$ cat config.mk
export PLATFORM = sky130hd
export DESIGN_NAME = bounded_stack_sorted_readout
export DESIGN_NICKNAME = d
export VERILOG_FILES = /design/src/bssr_pkg.sv /design/src/bounded_stack_sorted_readout.sv /design/src/bssr_ram.sv /design/src/bssr_core.sv
export VERILOG_INCLUDE_DIRS = /design/src /design/src/src
export SDC_FILE = /design/constraint.sdc
export NUM_CORES = 1
export LEC_CHECK = 0
export BUFFER_PORTS_ARGS = -buffer_cell sky130_fd_sc_hd__buf_2
export CAP_MARGIN = 20
export CORE_MARGIN = 2
export CORE_UTILIZATION = 49
export DETAILED_ROUTE_END_ITERATION = 8
export PLACE_DENSITY = 0.75
export SLEW_MARGIN = 20
export SYNTH_ARGS = -nofsm -noshare
export SYNTH_HDL_FRONTEND = slang
export SYNTH_SLANG_ARGS = --single-unit
$ cat constraint.sdc
create_clock -name clk -period 4.98 [get_ports clk]
set_input_delay 0.498 -clock clk [delete_from_list [all_inputs] [get_ports clk]]
set_output_delay 0.498 -clock clk [all_outputs]
set_load 0.01 [all_outputs]
$ cat src/bounded_stack_sorted_readout_macros.svh
// ----------------------------------------------------------------------------
// bounded_stack_sorted_readout_macros.svh
// Assertion helpers for the stack block. All use clk and rst of the including
// module.
// ----------------------------------------------------------------------------
`ifndef BOUNDED_STACK_SORTED_READOUT_MACROS_SVH
`define BOUNDED_STACK_SORTED_READOUT_MACROS_SVH

// same-cycle implication
`define BSSR_AST_IMPL(label, ante, cons, msg) \
  label: assert property (@(posedge clk) disable iff (rst) (ante) |-> (cons)) \
    else $error(msg);

// next-cycle implication
`define BSSR_AST_NEXT(label, ante, cons, msg) \
  label: assert property (@(posedge clk) disable iff (rst) (ante) |=> (cons)) \
    else $error(msg);

`endif

$ cat src/bssr_pkg.sv
`timescale 1ns / 1ps
// ----------------------------------------------------------------------------
// bssr_pkg
// Shared constants and types of the bounded stack with sorted readout.
// ----------------------------------------------------------------------------
package bssr_pkg;

  localparam int STACK_DEPTH = 15;
  localparam int DATA_W      = 8;
  localparam int CNT_W       = $clog2(STACK_DEPTH + 1);
  localparam int AW          = $clog2(STACK_DEPTH);
  // sort key: value above slot index, so equal values stay distinct
  localparam int KEY_W       = DATA_W + AW;

  typedef enum logic [1:0] {
    OP_PUSH = 2'd0,
    OP_POP  = 2'd1,
    OP_LIST = 2'd2
  } op_t;

  typedef enum logic [1:0] {
    ST_OK    = 2'd0,
    ST_FULL  = 2'd1,
    ST_EMPTY = 2'd2
  } status_t;

  typedef enum logic [3:0] {
    S_IDLE = 4'b0001,
    S_POPD = 4'b0010,
    S_SCAN = 4'b0100,
    S_RESP = 4'b1000
  } state_t;

  typedef struct packed {
    status_t           status;
    logic [DATA_W-1:0] data;
    logic              last;
  } res_t;

endpackage

$ cat src/bounded_stack_sorted_readout.sv
`timescale 1ns / 1ps
// Push goes from accept straight to the result state; pop first passes one RAM
// read (S_POPD). A list of n entries returns each word after one scan of n RAM
// reads; the single read port of the entry RAM sets this. Results sit in an
// output register, so a word is accepted while the previous result waits.
// Sync reset empties the stack.
// ----------------------------------------------------------------------------
// bounded_stack_sorted_readout
// Bounded LIFO stack of 8-bit codes with push, pop and ascending listing.
// ----------------------------------------------------------------------------
module bounded_stack_sorted_readout (
  input  logic                        clk,
  input  logic                        rst,
  input  logic                        req_valid,
  output logic                        req_stall,
  input  logic [1:0]                  operation,
  input  logic [bssr_pkg::DATA_W-1:0] value,
  output logic                        rsp_valid,
  input  logic                        rsp_stall,
  output logic [1:0]                  status,
  output logic [bssr_pkg::DATA_W-1:0] data_out,
  output logic                        last
);

  logic                        res_valid;
  logic                        res_ready;
  bssr_pkg::res_t              res;
  logic                        ram_we;
  logic [bssr_pkg::AW-1:0]     ram_waddr;
  logic [bssr_pkg::DATA_W-1:0] ram_wdata;
  logic [bssr_pkg::AW-1:0]     ram_raddr;
  logic [bssr_pkg::DATA_W-1:0] ram_rdata;

  bssr_ram #(
    .WIDTH (bssr_pkg::DATA_W),
    .DEPTH (bssr_pkg::STACK_DEPTH)
  ) u_ram (
    .clk   (clk),
    .we    (ram_we),
    .waddr (ram_waddr),
    .wdata (ram_wdata),
    .raddr (ram_raddr),
    .rdata (ram_rdata)
  );

  bssr_core u_core (
    .clk       (clk),
    .rst       (rst),
    .req_valid (req_valid),
    .req_stall (req_stall),
    .operation (operation),
    .value     (value),
    .res_valid (res_valid),
    .res_ready (res_ready),
    .res       (res),
    .ram_we    (ram_we),
    .ram_waddr (ram_waddr),
    .ram_wdata (ram_wdata),
    .ram_raddr (ram_raddr),
    .ram_rdata (ram_rdata)
  );

  assign res_ready = !rsp_valid || !rsp_stall;

  always_ff @(posedge clk) begin
    if (rst) begin
      rsp_valid <= 1'b0;
    end else if (res_ready) begin
      rsp_valid <= res_valid;
    end
  end

  always_ff @(posedge clk) begin
    if (res_ready && res_valid) begin
      status   <= res.status;
      data_out <= res.data;
      last     <= res.last;
    end
  end

endmodule

$ cat src/bssr_ram.sv
`timescale 1ns / 1ps
// ----------------------------------------------------------------------------
// bssr_ram
// Simple dual-port RAM, one write and one registered read per cycle.
// ----------------------------------------------------------------------------
module bssr_ram #(
  parameter int WIDTH = 8,
  parameter int DEPTH = 15
) (
  input  logic                     clk,
  input  logic                     we,
  input  logic [$clog2(DEPTH)-1:0] waddr,
  input  logic [WIDTH-1:0]         wdata,
  input  logic [$clog2(DEPTH)-1:0] raddr,
  output logic [WIDTH-1:0]         rdata
);

  logic [WIDTH-1:0] mem [DEPTH];

  always_ff @(posedge clk) begin
    if (we) begin
      mem[waddr] <= wdata;
    end
  end

  always_ff @(posedge clk) begin
    rdata <= mem[raddr];
  end

endmodule

$ cat src/bssr_core.sv
`timescale 1ns / 1ps
// ----------------------------------------------------------------------------
// bssr_core
// Stack sequencer: push/pop against the entry RAM, and the sorted listing as
// repeated minimum scans over the RAM, one entry read per cycle.
// ----------------------------------------------------------------------------
`include "bounded_stack_sorted_readout_macros.svh"

module bssr_core (
  input  logic                         clk,
  input  logic                         rst,
  input  logic                         req_valid,
  output logic                         req_stall,
  input  logic [1:0]                   operation,
  input  logic [bssr_pkg::DATA_W-1:0]  value,
  output logic                         res_valid,
  input  logic                         res_ready,
  output bssr_pkg::res_t               res,
  output logic                         ram_we,
  output logic [bssr_pkg::AW-1:0]      ram_waddr,
  output logic [bssr_pkg::DATA_W-1:0]  ram_wdata,
  output logic [bssr_pkg::AW-1:0]      ram_raddr,
  input  logic [bssr_pkg::DATA_W-1:0]  ram_rdata
);

  localparam int CNT_W  = bssr_pkg::CNT_W;
  localparam int AW     = bssr_pkg::AW;
  localparam int KEY_W  = bssr_pkg::KEY_W;
  localparam int DATA_W = bssr_pkg::DATA_W;

  bssr_pkg::state_t state, state_next;

  logic [CNT_W-1:0] count;
  logic [CNT_W-1:0] scan_addr;
  logic [CNT_W-1:0] emitted;
  logic [AW-1:0]    rd_idx;
  logic             rd_pend;
  logic             is_list;
  logic [KEY_W-1:0] prev_key;
  logic [KEY_W-1:0] best_key;
  logic             have_prev;
  logic             have_best;

  logic             full;
  logic             empty;
  logic [CNT_W-1:0] cnt_m1;
  logic             issue;
  logic             scan_done;
  logic [KEY_W-1:0] cand_key;
  logic             cand_ok;
  logic             more;

  assign full      = (count == CNT_W'(bssr_pkg::STACK_DEPTH));
  assign empty     = (count == '0);
  assign cnt_m1    = count - CNT_W'(1);
  assign issue     = (scan_addr < count);
  assign scan_done = !issue && !rd_pend;
  assign cand_key  = {ram_rdata, rd_idx};
  // next in order: above the word already listed, below the best so far
  assign cand_ok   = rd_pend && (!have_prev || (cand_key > prev_key)) &&
                     (!have_best || (cand_key < best_key));
  assign more      = is_list && !res.last;

  assign req_stall = (state != bssr_pkg::S_IDLE);
  assign res_valid = (state == bssr_pkg::S_RESP);

  assign ram_we    = (state == bssr_pkg::S_IDLE) && req_valid &&
                     (operation == bssr_pkg::OP_PUSH) && !full;
  assign ram_waddr = count[AW-1:0];
  assign ram_wdata = value;
  // pop reads the top entry in the accept cycle; the scan walks upward.
  // A push write always lands before any read of that slot.
  assign ram_raddr = (state == bssr_pkg::S_IDLE) ? cnt_m1[AW-1:0] : scan_addr[AW-1:0];

  always_comb begin
    state_next = state;
    unique case (state)
      bssr_pkg::S_IDLE: begin
        if (req_valid) begin
          unique case (operation)
            bssr_pkg::OP_PUSH: state_next = bssr_pkg::S_RESP;
            bssr_pkg::OP_POP:  state_next = empty ? bssr_pkg::S_RESP : bssr_pkg::S_POPD;
            bssr_pkg::OP_LIST: state_next = empty ? bssr_pkg::S_RESP : bssr_pkg::S_SCAN;
            default:           state_next = bssr_pkg::S_IDLE;
          endcase
        end
      end
      bssr_pkg::S_POPD: state_next = bssr_pkg::S_RESP;
      bssr_pkg::S_SCAN: begin
        if (scan_done) begin
          state_next = bssr_pkg::S_RESP;
        end
      end
      bssr_pkg::S_RESP: begin
        if (res_ready) begin
          state_next = more ? bssr_pkg::S_SCAN : bssr_pkg::S_IDLE;
        end
      end
      default: state_next = bssr_pkg::S_IDLE;
    endcase
  end

  always_ff @(posedge clk) begin
    if (rst) begin
      state   <= bssr_pkg::S_IDLE;
      count   <= '0;
      rd_pend <= 1'b0;
    end else begin
      state <= state_next;
      unique case (state)
        bssr_pkg::S_IDLE: begin
          if (req_valid) begin
            is_list   <= (operation == bssr_pkg::OP_LIST);
            res.last  <= 1'b1;
            res.data  <= '0;
            rd_pend   <= 1'b0;
            scan_addr <= '0;
            emitted   <= '0;
            have_prev <= 1'b0;
            have_best <= 1'b0;
            unique case (operation)
              bssr_pkg::OP_PUSH: begin
                if (full) begin
                  res.status <= bssr_pkg::ST_FULL;
                end else begin
                  res.status <= bssr_pkg::ST_OK;
                  count      <= count + CNT_W'(1);
                end
              end
              bssr_pkg::OP_POP: begin
                if (empty) begin
                  res.status <= bssr_pkg::ST_EMPTY;
                end else begin
                  res.status <= bssr_pkg::ST_OK;
                  count      <= cnt_m1;
                end
              end
              bssr_pkg::OP_LIST: begin
                if (empty) begin
                  res.status <= bssr_pkg::ST_EMPTY;
                end else begin
                  res.status <= bssr_pkg::ST_OK;
                end
              end
              default: res.status <= bssr_pkg::ST_OK;
            endcase
          end
        end
        bssr_pkg::S_POPD: begin
          res.data <= ram_rdata;
        end
        bssr_pkg::S_SCAN: begin
          if (issue) begin
            scan_addr <= scan_addr + CNT_W'(1);
          end
          rd_pend <= issue;
          rd_idx  <= scan_addr[AW-1:0];
          if (cand_ok) begin
            best_key  <= cand_key;
            have_best <= 1'b1;
          end
          if (scan_done) begin
            res.status <= bssr_pkg::ST_OK;
            res.data   <= best_key[KEY_W-1 -: DATA_W];
            res.last   <= ((emitted + CNT_W'(1)) == count);
          end
        end
        bssr_pkg::S_RESP: begin
          if (res_ready && more) begin
            prev_key  <= best_key;
            have_prev <= 1'b1;
            have_best <= 1'b0;
            emitted   <= emitted + CNT_W'(1);
            scan_addr <= '0;
            rd_pend   <= 1'b0;
          end
        end
        default: ;
      endcase
    end
  end

  `BSSR_AST_IMPL(a_count_bound, 1'b1, count <= CNT_W'(bssr_pkg::STACK_DEPTH), "count over depth")
  `BSSR_AST_NEXT(a_push_inc, ram_we, count == $past(count) + CNT_W'(1), "push lost count")
  `BSSR_AST_IMPL(a_scan_range, state == bssr_pkg::S_SCAN, emitted < count, "listing overran")
  `BSSR_AST_NEXT(a_list_cont, res_valid && res_ready && more, state == bssr_pkg::S_SCAN, "listing cut short")

endmodule

# Yosys cells after proc, flatten, opt, wreduce, memory -nomap -nowiden
# Memories as Yosys holds them, arrays and structs flattened. A register that Yosys moved wholly into a read port is not among the register bits.
# Cells that the tools add are included.
# Widths: inputs -> output; s select.
# classes
add_sub_neg	4
order_cmp	3
eq_ne	17
n_mux	35
n_bitwise	1
reduce_logical	40
# op_table
operator	count
$mux 4	12
$pmux 4 s3	2
$pmux 8 s3	1
$mux 11	2
$pmux 4 s2	2
$pmux 4 s4	1
$reduce_and 3->1	5
$reduce_and 5->1	3
$add 4x1->4 const B	3
$gt 12x12->1	1
$lt 12x12->1	1
$reduce_and 4->1	3
$ne 2x1->1 const B	5
$logic_and 1x1->1	9
$eq 4x4->1 const B	2
$logic_not 1->1	8
$pmux 2 s2	2
$mux 1	7
$ne 2x2->1 const B	3
$pmux 1 s3	2
$reduce_bool 2->1	3
$reduce_bool 3->1	2
$eq 4x1->1 const B	1
$eq 4x2->1 const B	1
16 further kinds	19
# totals
regBits	71
mem_bits_rw	120
input_bits	14
output_inout_bits	13
wordCells	119
n_memories	1
# memory_table
name	words	word_bits	rd	rd_ports_with_merged_regs	write_ports	line	source
u_ram.mem	15	8	1	1	1	bssr_ram.sv:18	logic [WIDTH-1:0] mem [DEPTH];

# Longest topological paths before layout
# depth
word_depth	6
ltp_mapped	9
mapped_depth_nobuf	8

# Cells and area by module
# From an unflattened synthesis, not the netlist that was laid out.
# unflattened
cells_unflattened	550
hier_area_um2	8464.4
# by_module_without_submodules
mod	instances	cells_each	area_each_um2	seq_area_each_um2
bssr_ram	1	233	4840.9	3763.6
bssr_core	1	301	3254.4	1681.6
bounded_stack_sorted_readout	1	16	369.1	350.3

# Worst setup path before layout
# OpenSTA, ideal clock, no wires.
# synth_timing
kind	register to register
startpoint	reg u_core.rd_idx[2]
endpoint	reg u_core.best_key[0] (enable)
setup_time_ps	396
arrival_time_ps	2463
required_ps	4584
setup_slack_ps	2121
stages_incl_launch_ff	8
n_path_buf	0
period_less_slack_ps	2859
path_cell_list	edfxtp_1 -> ha_1 -> a211oi_1 -> o21ai_0 -> a211oi_1 -> o21ai_0 -> a221o_1 -> nor3_1
# synth_between
elab_chain_len	5
word_cells_on_any_way	7
cone_classes	order compare (2); reduce/logical (5)
# synth_lines
element	line	source
start: declaration	bssr_core.sv:36	logic [AW-1:0] rd_idx;
start signal: assignment	bssr_core.sv:157	rd_idx <= scan_addr[AW-1:0];
$gt 12x12->1	bssr_core.sv:60	assign cand_ok = rd_pend && (!have_prev || (cand_key > prev_key)) &&
$logic_or 1x1->1	bssr_core.sv:60	
$logic_and 1x1->1	bssr_core.sv:60	
$logic_and 1x1->1 *	bssr_core.sv:60	
$reduce_and 3->1 (no line) *	n/a	
end signal: assignment	bssr_core.sv:159	best_key <= cand_key;
end: declaration	bssr_core.sv:40	logic [KEY_W-1:0] best_key;
# Mark *: on every way between the ends. The rest lies on a longest branch, timed or not.
# A chain may end at the register's enable or synchronous reset.

# Worst setup path after layout
# layout_timing
startpoint	reg u_core.rd_idx[2]
endpoint	reg u_core.best_key[11] (enable)
# Same word-level chain as after synthesis.

==> metrics.csv <==
metric;value;unit
Max Cap Violations;0;
XOR/XNOR share of the synthesized area;1.53;%
H-tree depth;4;
headroom to the max-slew limit;23.0;%
final setup violation count;0;
Sw Ratio;29.3;%
Post CTS Setup Buffer Count;0;
number of gates resized after cts;0;
Slew Limit Fails;0;
Int Pwr;0.00303;W
Worst Hold Class;flip-flop to flip-flop;
part of the power in registers;46.8;%
CORE AREA;17200;um^2
CTS root buf;clkbuf_16;
Tcrit/Tclk final;64.0;%
average size of a mapped cell;13.8;um^2
initial drt markers;514;
hold depth;0;
Yosys cell types;56;
Sink Count;199;
First-pass DRT Iterations;5;
Post-Syn Nets;672;
min-delay src;u_core.res[5]$_DFFE_PP_;
All-Layer GR Usage;19.9;%
cts hold-fix bufs;0;
# DRC;0;
Psw;0.00125;W
initial antenna violation count;1;
full die area;18600;um^2
critical path arrival;3.34;ns
clock tree buffer depth;2;
Diodes inserted;0;
adder-cell share of the synthesized area;5.40;%
vias in the first global route;5154;
first-pass GRT wire length;27200;um
via count;5090;
Post-synth EDFFs;181;
CP Capture Type;flip-flop;
Routed WL per cell;19.5;um
fraction of registers with async set/reset;0;%
Worst Max-Slew Pin Slew;1.15;ns
GR Layer Usage met2;34.3;%
Buffers on Ports;26;
largest net degree at the start of global routing;38;
Die Ht;136;um
Simple-Gate Fraction of Synth Area;9.09;%
RSZ-0062 raised after global routing;false;
PD cells;448;nW/um^2
Mapped Cells;621;
VDD IR-drop max;280;uV
Warnings, synthesis;0;
FMAX;0.314;GHz
vias per cell;5.74;
Clock Pin Slew Worst Setup and Hold Paths;0.07;ns
mux cell area share after synthesis;5.71;%
Area Growth Syn to Fin;11.5;%
FF+latch count, synth;199;
io pins;27;
LEAKAGE;3.37;nW
Seq/Total Area, Yosys;67.6;%
area fraction in compound gates after synthesis;7.53;%
most frequent cell after synthesis;edfxtp_1;
Worst setup SP type;flip-flop;
clock latency at the later pin of the worst-skew pair;0.44;ns
post-synth top area share;63.4;%
synth top area cells;edfxtp_1 63%, ha_1 5.4%, mux2i_1 5.1%, dfxtp_1 4.2%, nand2_1 3.0%;
HPWL Detailed;11500;um
met3 usage;4.96;%
combinational power share;21.8;%
CTS tree;yes;
Critical Path RT;5.13;ns
met1 Usage GRT;24.6;%
drt total wl;17300;um
routability cong.;0.835;
Clock Skew;0.00797;ns
status;completed;
Starting Density;49.9;%
Final Hold Viols;0;
Final nets;700;
setup_tns;0;ns
Crit Path Max Fanout;7;
antenna viol nets, final;0;
R2R Path Start;u_core.rd_idx[2]$_DFFE_PP_;
hold slack final;0.419;ns
gr busiest metal;met2;
R2R cell count;8;
layout cells sized above 1;12.5;%
Yosys top cell by area;edfxtp_1;
Worst Setup SP;u_core.rd_idx[2]$_DFFE_PP_;
reg2reg setup slack;1.79;ns
dominant synthesized flop cell;edfxtp_1;
total grt overflow;0;
Die Width;136;um
largest family of logic cells by synthesized area;simple AND/OR/NAND/NOR gates;
cts bufs inserted;17;
CP Class;flip-flop to flip-flop;
Tmin final;3.19;ns
Setup crit end;u_core.best_key[11]$_DFFE_PP_;
Clk network pwr share;31.4;%
Post-Syn Area;8570;um^2
r2r endpoint;u_core.best_key[11]$_DFFE_PP_;
row count;48;
Commonest cells post-synth;181 x edfxtp_1, 69 x nand2_1, 44 x mux2i_1, 37 x a21oi_1, 37 x ha_1;
registers in the layout, summed over array words and instances (netlist names), 2 cells and up:
name,flops
u_core.best_key,12
u_core.rd_idx,4
data_out,8
u_core.res,11
u_core.ram_waddr,4
u_ram.mem,120
status,2
u_core.scan_addr,4
u_core.state,4
u_core.prev_key,12
u_ram.rdata,8
u_core.emitted,4
power groups by stage:
stage	Sequential (W)	Combinational (W)	Clock (W)
global placement	0.00204	0.000866	0
floorplan	0.00200	0.000696	0
detailed placement	0.00204	0.000902	0
finish	0.00201	0.000932	0.00135
CTS	0.00200	0.000911	0.00136
global route	0.00201	0.00102	0.00143
worst min path at each step:
stage                                           end  slack [ns]
after CTS                    rsp_valid$_SDFFE_PP0N_        0.40
final                         data_out[4]$_DFFE_PP_        0.42
after detailed placement      data_out[4]$_DFFE_PP_        0.40
after global routing      u_ram.mem[2][1]$_DFFE_PP_        0.43
after floorplan               data_out[0]$_DFFE_PP_        0.40
after global placement        data_out[2]$_DFFE_PP_        0.40
through the flow:
stage / std cells / power [W] / instance area (um^2) / utilization [%] / setup WS [ns]
6_report: 887 / 0.00428 / 9560 / 55.6 / 1.79
5_1_grt: 887 / 0.00446 / 9560 / 55.6 / 1.52
4_1_cts: 886 / 0.00427 / 9520 / 55.4 / 1.64
3_5_place_dp: 854 / 0.00294 / 8930 / 52.0 / 1.64
3_3_place_gp: 854 / 0.00290 / 8930 / 52.0 / 1.78
2_1_floorplan: 621 / 0.00270 / 8570 / - / 2.12
critical path: stages, from the launching register on:
cell and delay [ns]:
edfxtp_1 0.43, ha_1 0.31, a211oi_1 0.22, o21ai_0 0.12, a211oi_1 0.29, o21ai_0 0.14
a221o_1 0.33, nor3_1 0.75, buf_4 0.30
layout make-up:
cell class              instances  area, um^2
inverters                      36         135
flip-flops and latches        199        5800
multi-input cells             362        2560
well taps                     225         282
clock inverters                14         151
clock buffers                  18         429
repair buffers                 33         203
fillers                      1371        7620
logic make-up (layout without fill, tap and decap cells):
logic type	count (synthesis)	in the layout
simple gates	162	162
fa+ha+maj	37	37
compound gates	101	101
flops	199	199
mux	47	47
buf+inv	60	101
xor+xnor	15	15
layout by cell type, fill, tap and decap left out, types with 4 or more instances in the layout:
master     netlist  final
mux2i_1         44     41
nor3_1           4      4
nand2_1         69     69
a32oi_1         10     10
nand3_1         12     12
edfxtp_1       181    181
a211oi_1         7      7
xnor2_1         11     11
ha_1            37     37
a21o_1           5      5
nor4_1           5      4
xor2_1           4      4
clkbuf_16        0     17
a21oi_1         37     36
buf_2            6     26
o22ai_1          7      7
dfxtp_1         18     18
and3_1           4      4
o211ai_1         5      5
buf_4            4      6
nand4_1          6      6
nor2_1          36     35
o21ai_0         14     14
nand2b_1         6      6
inv_1           32     32
metal layers:
layer  up-vias  routed length (um)
met5         -                   7
met4         2                 339
met3        35                1000
met2       161                8950
met1      2514                7030
li1       2378                   -
(Power assumes the default switching activity.)
